[config.mk]
export PLATFORM = sky130hd
export DESIGN_NAME = punctured_convolutional_encoder
export DESIGN_NICKNAME = d
export VERILOG_FILES = /design/src/hw/rtl/pce_pkg.sv /design/src/hw/rtl/pce_front.sv /design/src/hw/rtl/pce_queue.sv /design/src/hw/rtl/pce_back.sv /design/src/hw/rtl/punctured_convolutional_encoder.sv
export SDC_FILE = /design/constraint.sdc
export NUM_CORES = 1
export LEC_CHECK = 0
export BUFFER_PORTS_ARGS = -buffer_cell sky130_fd_sc_hd__buf_2
export CORE_ASPECT_RATIO = 0.6
export CORE_MARGIN = 4
export CORE_UTILIZATION = 55
export CTS_CLUSTER_DIAMETER = 80
export DETAILED_ROUTE_END_ITERATION = 10
export PLACE_DENSITY = 0.78
export REMOVE_ABC_BUFFERS = 1
export SYNTH_ARGS = -nofsm -noshare
export SYNTH_HDL_FRONTEND = slang
export SYNTH_SLANG_ARGS = --single-unit
[constraint.sdc]
create_clock -name clk -period 6.5 [get_ports clk]
set_clock_uncertainty 0.15 [all_clocks]
set_input_delay 0.975 -clock clk [delete_from_list [all_inputs] [get_ports clk]]
set_output_delay 0.975 -clock clk [all_outputs]
set_load 0.05 [all_outputs]
[src/hw/rtl/pce_pkg.sv]
// Shared types, constants and puncturing helpers for the punctured convolutional encoder.
package pce_pkg;

  localparam int DATA_BITS  = 8;
  localparam int TAIL_BITS  = 6;
  localparam int MAX_PAIRS  = DATA_BITS + TAIL_BITS;
  localparam int HIST_W     = MAX_PAIRS + TAIL_BITS;
  localparam int CHUNK_W    = 2 * MAX_PAIRS;
  localparam int CNT_W      = 5;
  localparam int VRAW_W     = 40;
  localparam int ACC_W      = 40;
  localparam int FILL_W     = 6;
  localparam int MAX_FILL   = 35;
  localparam int K          = 7;

  localparam logic [K-1:0] GEN_A = 7'o133;
  localparam logic [K-1:0] GEN_B = 7'o171;

  typedef enum logic [1:0] {
    RATE_1_2 = 2'd0,
    RATE_2_3 = 2'd1,
    RATE_3_4 = 2'd2,
    RATE_5_6 = 2'd3
  } rate_t;

  // One encoded input byte: kept bits MSB first, their count, frame end mark
  typedef struct packed {
    logic [CHUNK_W-1:0] bits;
    logic [CNT_W-1:0]   count;
    logic               last;
  } pce_item_t;

  typedef struct packed {
    logic [TAIL_BITS-1:0] shreg;
    logic [2:0]           phase;
  } pce_front_status_t;

  typedef struct packed {
    logic [FILL_W-1:0] fill;
    logic              pend_last;
  } pce_back_status_t;

  // Puncture period in coded bit pairs
  function automatic logic [2:0] pce_period(input rate_t rate);
    logic [2:0] per;
    unique case (rate)
      RATE_1_2: per = 3'd1;
      RATE_2_3: per = 3'd2;
      RATE_3_4: per = 3'd3;
      RATE_5_6: per = 3'd5;
      default:  per = 3'd1;
    endcase
    return per;
  endfunction

  // Phase after eight data bits, starting from a normalized phase
  function automatic logic [2:0] pce_next_phase(input rate_t rate, input logic [2:0] ph);
    logic [2:0] nph;
    nph = 3'd0;
    unique case (rate)
      RATE_1_2: nph = 3'd0;
      RATE_2_3: nph = ph;
      RATE_3_4: begin
        unique case (ph)
          3'd0:    nph = 3'd2;
          3'd1:    nph = 3'd0;
          default: nph = 3'd1;
        endcase
      end
      RATE_5_6: begin
        unique case (ph)
          3'd0:    nph = 3'd3;
          3'd1:    nph = 3'd4;
          3'd2:    nph = 3'd0;
          3'd3:    nph = 3'd1;
          default: nph = 3'd2;
        endcase
      end
      default: nph = 3'd0;
    endcase
    return nph;
  endfunction

  // Number of kept bits for one byte, with or without the tail
  function automatic logic [CNT_W-1:0] pce_kept_count(input rate_t rate, input logic [2:0] ph,
                                                      input logic last);
    logic [CNT_W-1:0] cnt;
    unique case (rate)
      RATE_1_2: cnt = last ? 5'd28 : 5'd16;
      RATE_2_3: cnt = last ? 5'd21 : 5'd12;
      RATE_3_4: cnt = (last ? 5'd16 : 5'd8) + ((ph == 3'd1) ? 5'd2 : 5'd3);
      RATE_5_6: begin
        if (last) begin
          cnt = (ph == 3'd1) ? 5'd16 : 5'd17;
        end else begin
          cnt = (ph == 3'd1 || ph == 3'd2) ? 5'd9 : 5'd10;
        end
      end
      default:  cnt = 5'd0;
    endcase
    return cnt;
  endfunction

  // Compact a phase-zero aligned raw stream (A at even, B at odd index) by the keep pattern
  function automatic logic [VRAW_W-1:0] pce_compact(input rate_t rate,
                                                    input logic [VRAW_W-1:0] raw);
    logic [VRAW_W-1:0] c;
    c = '0;
    unique case (rate)
      RATE_1_2: c = raw;
      RATE_2_3: begin
        for (int g = 0; g < 10; g++) begin
          c[3*g]   = raw[4*g];
          c[3*g+1] = raw[4*g+1];
          c[3*g+2] = raw[4*g+2];
        end
      end
      RATE_3_4: begin
        for (int g = 0; g < 6; g++) begin
          c[4*g]   = raw[6*g];
          c[4*g+1] = raw[6*g+1];
          c[4*g+2] = raw[6*g+2];
          c[4*g+3] = raw[6*g+5];
        end
      end
      RATE_5_6: begin
        for (int g = 0; g < 4; g++) begin
          c[6*g]   = raw[10*g];
          c[6*g+1] = raw[10*g+1];
          c[6*g+2] = raw[10*g+2];
          c[6*g+3] = raw[10*g+5];
          c[6*g+4] = raw[10*g+6];
          c[6*g+5] = raw[10*g+9];
        end
      end
      default: c = '0;
    endcase
    return c;
  endfunction

endpackage

[src/hw/rtl/pce_front.sv]
// Front end: accepts data bytes, runs the K=7 encoder and punctures the coded pairs.
module pce_front (
  input  logic                  clk,
  input  logic                  rst,
  input  pce_pkg::rate_t        rate,
  input  logic                  data_valid,
  input  logic [7:0]            data_byte,
  input  logic                  frame_end,
  output logic                  data_stall,
  input  logic                  q_full,
  output logic                  q_wr,
  output pce_pkg::pce_item_t    q_item,
  output pce_pkg::pce_front_status_t status
);
  import pce_pkg::*;

  logic [TAIL_BITS-1:0] shreg;
  logic [TAIL_BITS-1:0] shreg_next;
  logic [2:0]           phase;
  logic [2:0]           phase_next;

  logic [2:0]           per;
  logic [2:0]           ph0;
  logic [HIST_W-1:0]    hist;
  logic [CHUNK_W-1:0]   raw;
  logic [VRAW_W-1:0]    vraw;
  logic [VRAW_W-1:0]    packed_bits;
  logic [VRAW_W-1:0]    dropped;
  logic [3:0]           drop;
  logic                 accept;

  assign data_stall = q_full;
  assign accept     = data_valid && !q_full;
  assign q_wr       = accept;

  // Encode and puncture one byte
  always_comb begin
    per  = pce_period(rate);
    ph0  = (phase >= per) ? 3'd0 : phase;
    hist = '0;
    hist[TAIL_BITS-1:0] = shreg;
    for (int i = 0; i < DATA_BITS; i++) begin
      hist[TAIL_BITS+i] = data_byte[DATA_BITS-1-i];
    end
    raw = '0;
    for (int i = 0; i < MAX_PAIRS; i++) begin
      if (i < DATA_BITS || frame_end) begin
        raw[2*i]   = ^(hist[i +: K] & GEN_A);
        raw[2*i+1] = ^(hist[i +: K] & GEN_B);
      end
    end
    // prepend the skipped phases as dummy pairs, then drop their kept bits
    vraw        = VRAW_W'(raw) << {ph0, 1'b0};
    packed_bits = pce_compact(rate, vraw);
    drop        = (ph0 == 3'd0) ? 4'd0 : {1'b0, ph0} + 4'd1;
    dropped     = packed_bits >> drop;
    for (int k = 0; k < CHUNK_W; k++) begin
      q_item.bits[CHUNK_W-1-k] = dropped[k];
    end
    q_item.count = pce_kept_count(rate, ph0, frame_end);
    q_item.last  = frame_end;
  end

  // Advance encoder state; a frame end clears it
  always_comb begin
    if (frame_end) begin
      shreg_next = '0;
      phase_next = 3'd0;
    end else begin
      shreg_next = hist[DATA_BITS+TAIL_BITS-1:DATA_BITS];
      phase_next = pce_next_phase(rate, ph0);
    end
  end

  always_ff @(posedge clk) begin
    if (rst) begin
      shreg <= '0;
      phase <= 3'd0;
    end else if (accept) begin
      shreg <= shreg_next;
      phase <= phase_next;
    end
  end

  assign status.shreg = shreg;
  assign status.phase = phase;

endmodule

[src/hw/rtl/pce_queue.sv]
// Small FIFO of punctured chunks between the front and the back end.
module pce_queue #(
  parameter int DEPTH = 2
) (
  input  logic               clk,
  input  logic               rst,
  input  logic               wr,
  input  pce_pkg::pce_item_t wr_item,
  output logic               full,
  input  logic               rd,
  output logic               rd_valid,
  output pce_pkg::pce_item_t rd_item
);
  import pce_pkg::*;

  localparam int PTR_W = (DEPTH > 1) ? $clog2(DEPTH) : 1;
  localparam int OCC_W = $clog2(DEPTH + 1);

  pce_item_t          entries [DEPTH];
  logic [PTR_W-1:0]   wptr;
  logic [PTR_W-1:0]   rptr;
  logic [OCC_W-1:0]   occ;
  logic               do_wr;
  logic               do_rd;

  assign full     = (occ == OCC_W'(DEPTH));
  assign rd_valid = (occ != '0);
  assign do_wr    = wr && !full;
  assign do_rd    = rd && rd_valid;
  assign rd_item  = entries[rptr];

  // Store entry
  always_ff @(posedge clk) begin
    if (do_wr) begin
      entries[wptr] <= wr_item;
    end
  end

  // Advance pointers and occupancy
  always_ff @(posedge clk) begin
    if (rst) begin
      wptr <= '0;
      rptr <= '0;
      occ  <= '0;
    end else begin
      if (do_wr) begin
        wptr <= (wptr == PTR_W'(DEPTH - 1)) ? '0 : wptr + 1'b1;
      end
      if (do_rd) begin
        rptr <= (rptr == PTR_W'(DEPTH - 1)) ? '0 : rptr + 1'b1;
      end
      if (do_wr && !do_rd) begin
        occ <= occ + 1'b1;
      end else if (do_rd && !do_wr) begin
        occ <= occ - 1'b1;
      end
    end
  end

endmodule

[src/hw/rtl/pce_back.sv]
// Back end: packs kept bits into bytes, pads the frame tail and drives the output register.
module pce_back (
  input  logic                      clk,
  input  logic                      rst,
  input  logic                      q_valid,
  input  pce_pkg::pce_item_t        q_item,
  output logic                      q_rd,
  output logic                      coded_valid,
  input  logic                      coded_stall,
  output logic [7:0]                coded_byte,
  output logic                      last_out,
  output pce_pkg::pce_back_status_t status
);
  import pce_pkg::*;

  logic [ACC_W-1:0]  acc;
  logic [ACC_W-1:0]  acc_next;
  logic [FILL_W-1:0] fill;
  logic [FILL_W-1:0] fill_next;
  logic              pend_last;
  logic              pend_last_next;

  logic              can_out;
  logic              emit;
  logic              emit_last;
  logic [FILL_W-1:0] fill_ae;
  logic [ACC_W-1:0]  acc_ae;
  logic              pend_ae;
  logic              load;

  // Emit one byte, then merge the next chunk behind what is left
  always_comb begin
    can_out   = !coded_valid || !coded_stall;
    emit      = can_out && (fill >= FILL_W'(8) || (pend_last && fill != '0));
    emit_last = emit && pend_last && fill <= FILL_W'(8);
    if (emit) begin
      fill_ae = (fill >= FILL_W'(8)) ? fill - FILL_W'(8) : '0;
      acc_ae  = acc << 8;
    end else begin
      fill_ae = fill;
      acc_ae  = acc;
    end
    pend_ae = pend_last && !emit_last;
    load    = q_valid && fill_ae < FILL_W'(8) && !pend_ae;
    if (load) begin
      acc_next       = acc_ae | ({q_item.bits, {(ACC_W-CHUNK_W){1'b0}}} >> fill_ae);
      fill_next      = fill_ae + FILL_W'(q_item.count);
      pend_last_next = q_item.last;
    end else begin
      acc_next       = acc_ae;
      fill_next      = fill_ae;
      pend_last_next = pend_ae;
    end
  end

  assign q_rd = load;

  always_ff @(posedge clk) begin
    if (rst) begin
      acc       <= '0;
      fill      <= '0;
      pend_last <= 1'b0;
    end else begin
      acc       <= acc_next;
      fill      <= fill_next;
      pend_last <= pend_last_next;
    end
  end

  // Output register: hold while stalled
  always_ff @(posedge clk) begin
    if (rst) begin
      coded_valid <= 1'b0;
    end else if (can_out) begin
      coded_valid <= emit;
    end
  end

  always_ff @(posedge clk) begin
    if (emit) begin
      coded_byte <= acc[ACC_W-1 -: 8];
      last_out   <= emit_last;
    end
  end

  assign status.fill      = fill;
  assign status.pend_last = pend_last;

endmodule

[src/hw/rtl/punctured_convolutional_encoder.sv]
// Top level of the 802.11 K=7 punctured convolutional encoder with its register port.
//
//   channel  signals                                   direction
//   data     data_valid, data_stall, data_byte, frame_end   in
//   coded    coded_valid, coded_stall, coded_byte, last_out out
//   regs     psel, penable, pwrite, paddr, pwdata, prdata  APB
//
// The front encodes and punctures a whole byte (plus tail on frame end) combinationally.
// The back packs one coded byte per cycle while the coded output is not stalled.
// Reset clears encoder state, queue, pack buffer and sets rate 1/2.
// A stall on coded backs up the queue, which then stalls data.
module punctured_convolutional_encoder #(
  parameter int QUEUE_DEPTH = 2
) (
  input  logic        clk,
  input  logic        rst,
  input  logic        psel,
  input  logic        penable,
  input  logic        pwrite,
  input  logic [2:0]  paddr,
  input  logic [31:0] pwdata,
  output logic [31:0] prdata,
  output logic        pready,
  input  logic        data_valid,
  output logic        data_stall,
  input  logic [7:0]  data_byte,
  input  logic        frame_end,
  output logic        coded_valid,
  input  logic        coded_stall,
  output logic [7:0]  coded_byte,
  output logic        last_out
);
  import pce_pkg::*;

  localparam logic REG_RATE_SELECT = 1'b0;

  rate_t             rate_select;
  logic              q_wr;
  logic              q_full;
  logic              q_rd;
  logic              q_valid;
  pce_item_t         wr_item;
  pce_item_t         rd_item;
  pce_front_status_t front_status;
  pce_back_status_t  back_status;

  // Register port
  assign pready = 1'b1;
  assign prdata = (paddr[2] == REG_RATE_SELECT) ? {30'd0, rate_select} : 32'd0;

  always_ff @(posedge clk) begin
    if (rst) begin
      rate_select <= RATE_1_2;
    end else if (psel && penable && pwrite && pready && paddr[2] == REG_RATE_SELECT) begin
      rate_select <= rate_t'(pwdata[1:0]);
    end
  end

  pce_front u_front (
    .clk        (clk),
    .rst        (rst),
    .rate       (rate_select),
    .data_valid (data_valid),
    .data_byte  (data_byte),
    .frame_end  (frame_end),
    .data_stall (data_stall),
    .q_full     (q_full),
    .q_wr       (q_wr),
    .q_item     (wr_item),
    .status     (front_status)
  );

  pce_queue #(
    .DEPTH (QUEUE_DEPTH)
  ) u_queue (
    .clk      (clk),
    .rst      (rst),
    .wr       (q_wr),
    .wr_item  (wr_item),
    .full     (q_full),
    .rd       (q_rd),
    .rd_valid (q_valid),
    .rd_item  (rd_item)
  );

  pce_back u_back (
    .clk         (clk),
    .rst         (rst),
    .q_valid     (q_valid),
    .q_item      (rd_item),
    .q_rd        (q_rd),
    .coded_valid (coded_valid),
    .coded_stall (coded_stall),
    .coded_byte  (coded_byte),
    .last_out    (last_out),
    .status      (back_status)
  );

  // Pack buffer never holds more than a partial byte plus one full chunk
  assert property (@(posedge clk) disable iff (rst)
    back_status.fill <= FILL_W'(MAX_FILL))
    else $error("pack buffer overfilled");

  // A pending frame end always has bits left to flush
  assert property (@(posedge clk) disable iff (rst)
    back_status.pend_last |-> back_status.fill != '0)
    else $error("frame end pending with empty pack buffer");

  // An accepted frame end leaves the encoder in its start state
  assert property (@(posedge clk) disable iff (rst)
    data_valid && !data_stall && frame_end |=>
      front_status.shreg == '0 && front_status.phase == 3'd0)
    else $error("encoder state not cleared after frame end");

endmodule

Word level (Yosys, flattened, before mapping). Memories as Yosys holds them, arrays and structs flattened. A register that Yosys moved wholly into a read port is not among the register bits. Cells that the tools add are included.

Shifts and indexed selects: 3. Order comparisons: 4. Muxes and demuxes: 40. Bitwise operators: 2. Add/subtract/negate cells: 8. Equal/unequal tests: 7. Reduce and logical (&&, ||, !) cells: 57.

Operator list (count): $reduce_xor 7->1 (27); $pmux 24 s4 (1); $mux 40 (2); $or 40x40->40 (1); $shl 28x4->40 (1); $shr 40x4->28 (1); $shr 40x6->40 (1); $pmux 3 s4 (3); $mux 6 (4); $mux 2 (10); $pmux 5 s4 (1); $logic_and 1x1->1 (15); $mux 5 (3); $pmux 6 s2 (1); $mux 10 (1); $mux 1 (9); $mux 4 (2); $logic_not 1->1 (7); $add 6x5->6 (1); $eq 2x2->1 const B (3); $eq 3x2->1 const B (2); $ge 6x4->1 const B (1); $le 6x4->1 const B (1); $lt 6x4->1 const B (1); other kinds (17) (22).

Memories kept: 1. Output and inout bits: 44. Logic and storage cells: 134. Memory bits (writable): 68. Input port bits: 51. Flip-flop bits (word level): 72.

Memories: u_queue.entries (depth 2, bits a word 34, read ports 1, clocked after Yosys merged registers in 1, write ports 1, RTL line pce_queue.sv:19) `pce_item_t entries [DEPTH];`.

Depth between registers and ports, before layout. Gate-level depths: netlist (run 1).

Word-level depth: 14. Mapped depth: 23. Mapped depth without buffers: 17.

Modules after synthesis. A second synthesis (run 1) with hierarchy kept.

Cell total of the unflattened synthesis: 1621. Area total of the unflattened synthesis: 13519.2 µm².

By module, submodules not included: pce_front (area each 6256.0 µm², times used 1, sequential area each 180.2 µm², cells each 887); pce_back (area each 4240.3 µm², times used 1, sequential area each 1231.2 µm², cells each 559); pce_queue (area each 2670.1 µm², times used 1, sequential area each 2142.1 µm², cells each 131); punctured_convolutional_encoder (area each 352.8 µm², times used 1, sequential area each 40.0 µm², cells each 44).

Least setup slack after synthesis (run 1). OpenSTA, ideal clock, no wires.

Path kind: register to register. Start point: register rate_select[1]. End point: memory u_queue.entries[0][12] (netlist name), data pin. Cell stages (with the launch flop): 21. Setup time: 276 ps. Required time: 6074 ps. Arrival: 4437 ps. Path buffers: 8. Slack: 1637 ps. Period minus slack after synthesis: 4863 ps. Cells stage by stage: dfxtp_1 -> inv_1 -> ha_1 -> clkbuf_1 -> inv_1 -> clkbuf_1 -> ha_1 -> nand2b_1 -> a2111oi_4 -> inv_2 -> buf_2 -> clkbuf_1 -> buf_2 -> ha_1 -> nand2b_1 -> clkbuf_1 -> clkbuf_1 -> clkbuf_1 -> o211ai_1 -> o211ai_1 -> o21ai_0.

Word-level cells in the longest chain between the ends: 7.

RTL lines: start, declared (RTL line punctured_convolutional_encoder.sv:37) `rate_t rate_select;`; start signal, assigned (RTL line punctured_convolutional_encoder.sv:55) `rate_select <= rate_t'(pwdata[1:0]);`; $eq 2x2->1 (tied with other cells) (RTL line pce_pkg.sv:46, pce_pkg.sv:109); $pmux 3 s4 (RTL line pce_pkg.sv:46) `unique case (rate)`; $ge 3x3->1 (RTL line pce_front.sv:39) `ph0 = (phase >= per) ? 3'd0 : phase;`; $mux 3 (RTL line pce_front.sv:39); $shl 28x4->40 (tied with other cells) (RTL line pce_front.sv:53) `vraw = VRAW_W'(raw) << {ph0, 1'b0};`; $pmux 24 s4 (tied with other cells) (RTL line pce_pkg.sv:109) `unique case (rate)`; $shr 40x4->28 * (RTL line pce_front.sv:56) `dropped = packed_bits >> drop;`; via u_front.dropped[21] (RTL line pce_front.sv:28) `logic [VRAW_W-1:0] dropped;`; end, declared (RTL line pce_queue.sv:19).

The timed path passes the listed nets; every way through them passes the cells marked *. The select of a mux whose other input is x is not followed.

Worst setup path in the final report (run 1).
Start point: register rate_select[1]. End point: memory u_queue.entries[1][23] (netlist name), data pin.

Same word-level chain as after synthesis.

==> results.toml, run 1 <==
[routing]
dr.pass1.iters = 9
drc_errors = 0
vias = 11700
vias_per_cell = 6.815
routed_wire_length_per_instance_um = 23.81
ant_nets = 0
routed_wl_mm = 40.89
drt_iter0_drc = 2089

[global_route]
grt-ovfl-total = 0
antenna_found_initial = 0
grt_pass1_vias = 10700
grt_pass1_wl_mm = 62.91
grt_usage_pct = 33.13
grt_start_max_net_pins = 61

[power]
switching_share_pct = 42.22
power_density_nw_per_um2 = 332.7
combPwrFrac_pct = 46.2
fin_total_pwr_mw = 4.321
vdd_drop_max_uv = 208.9
p_int_mw = 2.497
p_switching_mw = 1.824
pwr-share-clk_pct = 24.0
p_leak_nw = 5.004
sequentialPowerShare_pct = 29.7

[worst_setup_path]
slowest_delay_ns = 0.60
reg2reg_depth = 17
cp_cell_sequence = "inv_1 -> ha_1 -> inv_1 -> ha_1 -> nor2b_1 -> o211ai_1 -> buf_4 -> inv_1 -> o221ai_1 -> nand2_1 -> o221ai_1 -> o31ai_1 -> buf_4 -> a2bb2oi_1 -> a21oi_1 -> mux2i_1 -> mux2i_1"
cp-end-kind = "flip-flop"
worstSetupPathDepth = 17
cpMostUsedCell = "inv_1"
crit_path_top_delay_cell = "inv_1"
cp_data_arrival_time_ns = 5.33
path_max_fanout = 22
start_kind = "flip-flop"
required_ns = 6.50
setup.worst_path.class = "reg2reg"
critPathBufInv = 5
crit_family = "compound AO/OA/AOI/OAI gates"

[synth]
synth_edf_count = 77
avgSynthCellArea_um2 = 8.353
synth.distinct_cells = 95
yosysTopAreaCellShare_pct = 19.03
ys.flop_type = "edfxtp_1"
netlist.top_cell.by_area = "edfxtp_1"
synth_seq_cells = 141
syn_inst = 1455
ys_warn_count = 0
seq_area_frac_synth_pct = 29.57
synthTopCellsByArea = "edfxtp_1 (19%), dfxtp_1 (11%), nand2_1 (6.6%), mux2i_1 (6.3%), a21oi_1 (4.0%)"
async_flop_share_pct = 0
synth_area_um2 = 12150

[clocking]
root_buffer = "clkbuf_16"
clk_path_buf_depth = 2
clock_sinks = 141
postCtsSetupBuffers = 0
clk_latency_ns = 0.43
cts_hold_buf = 0
cts_tree = "yes"
htreeDepth = 4
cts_buffers = 17
cts_resized = 0
clk_pin_slew_ns = 0.06

[sta]
setup_viol = 0
slew_headroom_pct = 22.45
hold_viol = 0
period_minus_slack_ns = 5.331
fmaxAchievable_ghz = 0.1876
tightest_slew_ns = 1.153
rsz0062_at_grt = "false"
post-route-period-util_pct = 82.02
slew_viol_final = 0

[floorplanning]
die-width_um = 199.9
pin_count = 95
die-height_um = 123.1
start_util_pct = 56.95
die_area_um2 = 24620
rows = 41
core_um2 = 21340

[layout]
fin_area_um2 = 12990
nets = 1496
drive_above_1_share_pct = 13.35
n_antenna_cell = 0
multi_input_area_um2 = 7818
ff_latch_area_um2 = 3595
fill_cells = 1814
area_growth_pct = 6.857
fin_util_pct = 60.85

[run]
maxCapViolations = 0

[min_path]
whs_path_depth = 0
min_path_type = "reg2reg"

[run_status]
status = "complete, no violations"

[placement]
io_buffers = 31
dp_hpwl_mm = 30.58
gp_congestion = 1.014
place_area_um2 = 12360
-- metal layers --
metal | vias up | GRT usage (%) | share of wire, %
li1 | 5273 | - | -
met1 | 5498 | 50.79 | 44
met2 | 881 | 41.46 | 37
met3 | 49 | 17.13 | 18
met4 | 0 | 4.538 | 0.88
met5 | - | 0 | 0
-- worst paths after layout --
check | endpoint | slack [ns] | startpoint
max | u_queue.entries[1][23] | 1.17 | rate_select[1]
min | u_back.coded_byte[0] | 0.29 | u_back.acc[32]
max reg2reg | u_queue.entries[1][23] | 1.17 | rate_select[1]
min reg2reg | u_back.coded_byte[0] | 0.29 | u_back.acc[32]
-- per-stage QoR --
step	hold slack, ns	setup TNS, ns	setup WS (ns)	instances
final	0.2889	0	1.169	1717
after global routing	0.2966	0	0.9868	1717
after CTS	0.2859	0	1.471	1717
after detailed placement	0.2674	0	1.513	1685
after global placement	0.2646	0	1.521	1685
after floorplan	0.2581	-15.25	-0.5793	1332
-- registers in the layout (all words and copies together) (netlist names), named ones only --
name	cells
u_queue.rptr	1
u_front.phase	3
u_queue.wptr	1
u_back.coded_valid	1
u_front.shreg	6
u_back.pend_last	1
u_back.last_out	1
rate_select	2
u_back.fill	6
u_queue.entries	68
u_back.coded_byte	8
u_queue.occ	2
u_back.acc	40
-- layout make-up --
class                           count  share of cell area [%]
Multi-Input combinational cell   1159                   60.20
Timing Repair Buffer               74                   3.681
Sequential cell                   141                   27.68
Clock inverter                      8                  0.7804
Clock buffer                       24                   4.047
Inverter                           32                  0.9249
Tap cell                          279                   2.688
-- cell families after synthesis --
logic type               Yosys count  share of synthesized area, %
XOR/XNOR                          62                         6.569
AND/OR/NAND/NOR                  494                         18.22
AO/OA/AOI/OAI                    432                         24.34
other                              2                       0.06180
flip-flops                       141                         29.57
multiplexers                     120                         11.93
buffers and inverters            184                         7.186
adder cells (fa/ha/maj)           20                         2.121
-- synth_stat cells, types with 8 or more instances --
cell       number
nand2_1       215
nor2_1        121
a21oi_1        97
o21ai_0        83
clkbuf_1       78
edfxtp_1       77
mux2i_1        76
dfxtp_1        64
nand3_1        40
a31oi_1        35
buf_4          34
o211ai_1       31
buf_2          26
mux2_2         26
xnor2_1        26
inv_1          24
nor3_1         23
ha_1           19
a22oi_1        17
mux4_2         17
and2_1         16
xor2_1         16
a211oi_1       15
or3_1          14
o22ai_1        13
nand4_1        12
o221ai_1       12
buf_1          11
nor2b_1        11
nand2b_1       10
xnor3_1        10
a21o_1          9
a22o_1          9
a221oi_1        8
a2bb2oi_1       8
-- power by group through the flow --
stage | sequential (mW) | combinational [mW] | clock (mW)
after floorplan | 1.39 | 1.30 | 0
after global placement | 1.28 | 1.87 | 0
after detailed placement | 1.30 | 1.91 | 0
after CTS | 1.28 | 1.94 | 1.04
after global routing | 1.30 | 2.16 | 1.08
final | 1.28 | 2.00 | 1.04
-- layout by cell type (no fill, tap or decap), drive strengths merged, types with 6 or more instances in the layout --
master / instances
edfxtp: 77
o22ai: 13
nand4: 12
nor3: 23
o311ai: 6
inv: 31
a21o: 9
mux4: 17
a21oi: 98
o211ai: 32
or3: 14
a31oi: 35
o221ai: 12
a2bb2oi: 9
ha: 19
nand2: 215
mux2i: 77
a211oi: 18
nand3: 40
o21ai: 87
o21a: 6
xnor3: 11
and2: 16
a22oi: 18
xnor2: 31
dfxtp: 64
buf: 74
xor2: 17
mux2: 26
nor2b: 11
nor2: 123
a22o: 9
conb: 31
a221oi: 8
clkinv: 6
nor3b: 7
nand2b: 10
and3: 7
clkbuf: 24
(Power assumes the default switching activity.)
==> run 2, diff against run 1 <==
Clock period 6.5 ns to 5 ns, I/O delays scaled along.
==> run 2 against run 1 <==
Register-to-register slack worse by 1.0 ns. Worst hold slack got worse by 0.0083 ns. Via count rose by 0.91%. Sequential share of layout area decreased by 0.49 points. Die area unchanged. Largest cell class unchanged. Worst setup slack worse by 1.0 ns. First-iteration DRC count down 0.43%. Clock power grew 31%. Final area rose by 1.8%. Routed wire length grew 2.1%. Total power grew 30%.
==> results.toml, run 2 (synthesized netlist as in run 1, its figures left out) <==
[clocking]
clk_path_buf_depth = 2
clk_latency_ns = 0.43
cts_resized = 0
htreeDepth = 4
postCtsSetupBuffers = 0
clock_sinks = 141
cts_buffers = 17
clk_pin_slew_ns = 0.06
cts_tree = "yes"
cts_hold_buf = 0
root_buffer = "clkbuf_16"

[sta]
hold_viol = 0
post-route-period-util_pct = 97.34
period_minus_slack_ns = 4.867
fmaxAchievable_ghz = 0.2055
tightest_slew_ns = 1.340
setup_viol = 0
slew_viol_final = 0
slew_headroom_pct = 9.728
hold_ws_ns = 0.2806
rsz0062_at_grt = "false"

[layout]
multi_input_area_um2 = 7818
fill_cells = 1827
fin_cells = 1739
reg_top3 = "u_queue.entries x68, u_back.acc x40, u_back.coded_byte x8"
largest_reg_flops = 68
final_cell_mix = "nand2_1 (215), nor2_1 (118), a21oi_1 (95)"
fin_area_um2 = 13220
area_growth_pct = 8.782
nets = 1518
final_common_cell = "nand2_1"
drive_above_1_share_pct = 14.59
ff_latch_area_um2 = 3595
regMostFlops = "u_queue.entries"
n_antenna_cell = 0

[power]
pwr-share-clk_pct = 24.1
p_switching_mw = 2.344
sequentialPowerShare_pct = 29.6
p_int_mw = 3.284
switching_share_pct = 41.65
vdd_drop_max_uv = 229.0
power_density_nw_per_um2 = 425.7
combPwrFrac_pct = 46.3
p_leak_nw = 5.136

[worst_setup_path]
cp_cell_sequence = "ha_1 -> inv_1 -> ha_1 -> nand2b_1 -> a211oi_4 -> inv_2 -> nor2_4 -> a32oi_1 -> nand4_1 -> nand2_1 -> a22o_1 -> a221oi_1 -> mux2i_1 -> mux2i_1 -> o22ai_1"
cp-end-kind = "flip-flop"
slowest_delay_ns = 0.47
path_max_fanout = 12
required_ns = 4.97
setup.worst_path.class = "reg2reg"
crit_path_top_delay_cell = "nand2b_1"
ff2ff_setup_slack_ns = 0.13
critPathBufInv = 2
cp_data_arrival_time_ns = 4.84
start_kind = "flip-flop"
crit_family = "simple AND/OR/NAND/NOR gates"

[placement]
place_area_um2 = 12590
dp.cells = 1707
dp_hpwl_mm = 32.13
io_buffers = 31
gp_congestion = 1.047

[floorplanning]
start_util_pct = 56.95
die_area_um2 = 24620
pin_count = 95
die-height_um = 123.1
die-width_um = 199.9
core_um2 = 21340
rows = 41

[global_route]
met3_usage_pct = 17.35
grt-ovfl-total = 0
grt_usage_pct = 34.19
grt_pass1_wl_mm = 64.15
grt_pass1_vias = 10590
antenna_found_initial = 0
grtUsageMet1_pct = 54.75
busiest_layer = "met1"
use_met2_pct = 40.05
grt_start_max_net_pins = 52

[routing]
dr.pass1.iters = 8
drc_errors = 0
drt_iter0_drc = 2080
ant_nets = 0
vias = 11810
vias_per_cell = 6.790
routed_wl_mm = 41.76
routed_wire_length_per_instance_um = 24.01

[run_status]
status = "complete, no violations"

[min_path]
min_path_type = "reg2reg"

[run]
maxCapViolations = 0
-- run 2: cell count changes in the layout (fill, tap and decap cells not counted), sizes merged --
cell | before | now
clkinv | 6 | 4
inv | 31 | 30
buf | 74 | 96
clkinvlp | 1 | 0
clkbuf | 24 | 28
-- run 2: per-layer routing --
layer / wire length, µm / part of all wire [%]
met5: 0 / 0
met4: 409 / 0.98
met3: 7189 / 17
met2: 14650 / 35
met1: 19510 / 47
-- run 2: final timing paths --
check,from,to,cells past startpoint
setup / recovery,rate_select[0],u_queue.entries[1][32],15
hold / removal,u_back.acc[34],u_back.coded_byte[2],0
setup reg to reg,rate_select[0],u_queue.entries[1][32],15
hold reg to reg,u_back.acc[34],u_back.coded_byte[2],0
-- run 2: stage by stage --
step                      setup TNS, ns  worst slack (ns)  util, %  total power, mW
after floorplan                 -104.64            -2.079        -            3.497
after global placement                0            0.4251    58.98            4.131
after detailed placement              0            0.3590    58.98            4.182
after CTS                             0            0.3699    61.95            5.568
after global routing                  0           0.02137    61.95            5.943
final                                 0            0.1331    61.95            5.628
-- run 2: power by group through the flow --
stage                     Clock (mW)  Combinational [mW]  Sequential, mW
after floorplan                    0                1.69            1.81
after global placement             0                2.46            1.67
after detailed placement           0                2.50            1.69
after CTS                       1.37                2.53            1.66
after global routing            1.42                2.83            1.69
final                           1.36                2.61            1.67
-- run 2: layout make-up --
class	instances	share of cell area (%)
Clock buffer	28	4.231
Clock inverter	4	0.5584
Inverter	32	0.9086
Multi-Input combinational cell	1159	59.13
Sequential cell	141	27.19
Tap cell	279	2.641
Timing Repair Buffer	96	5.338
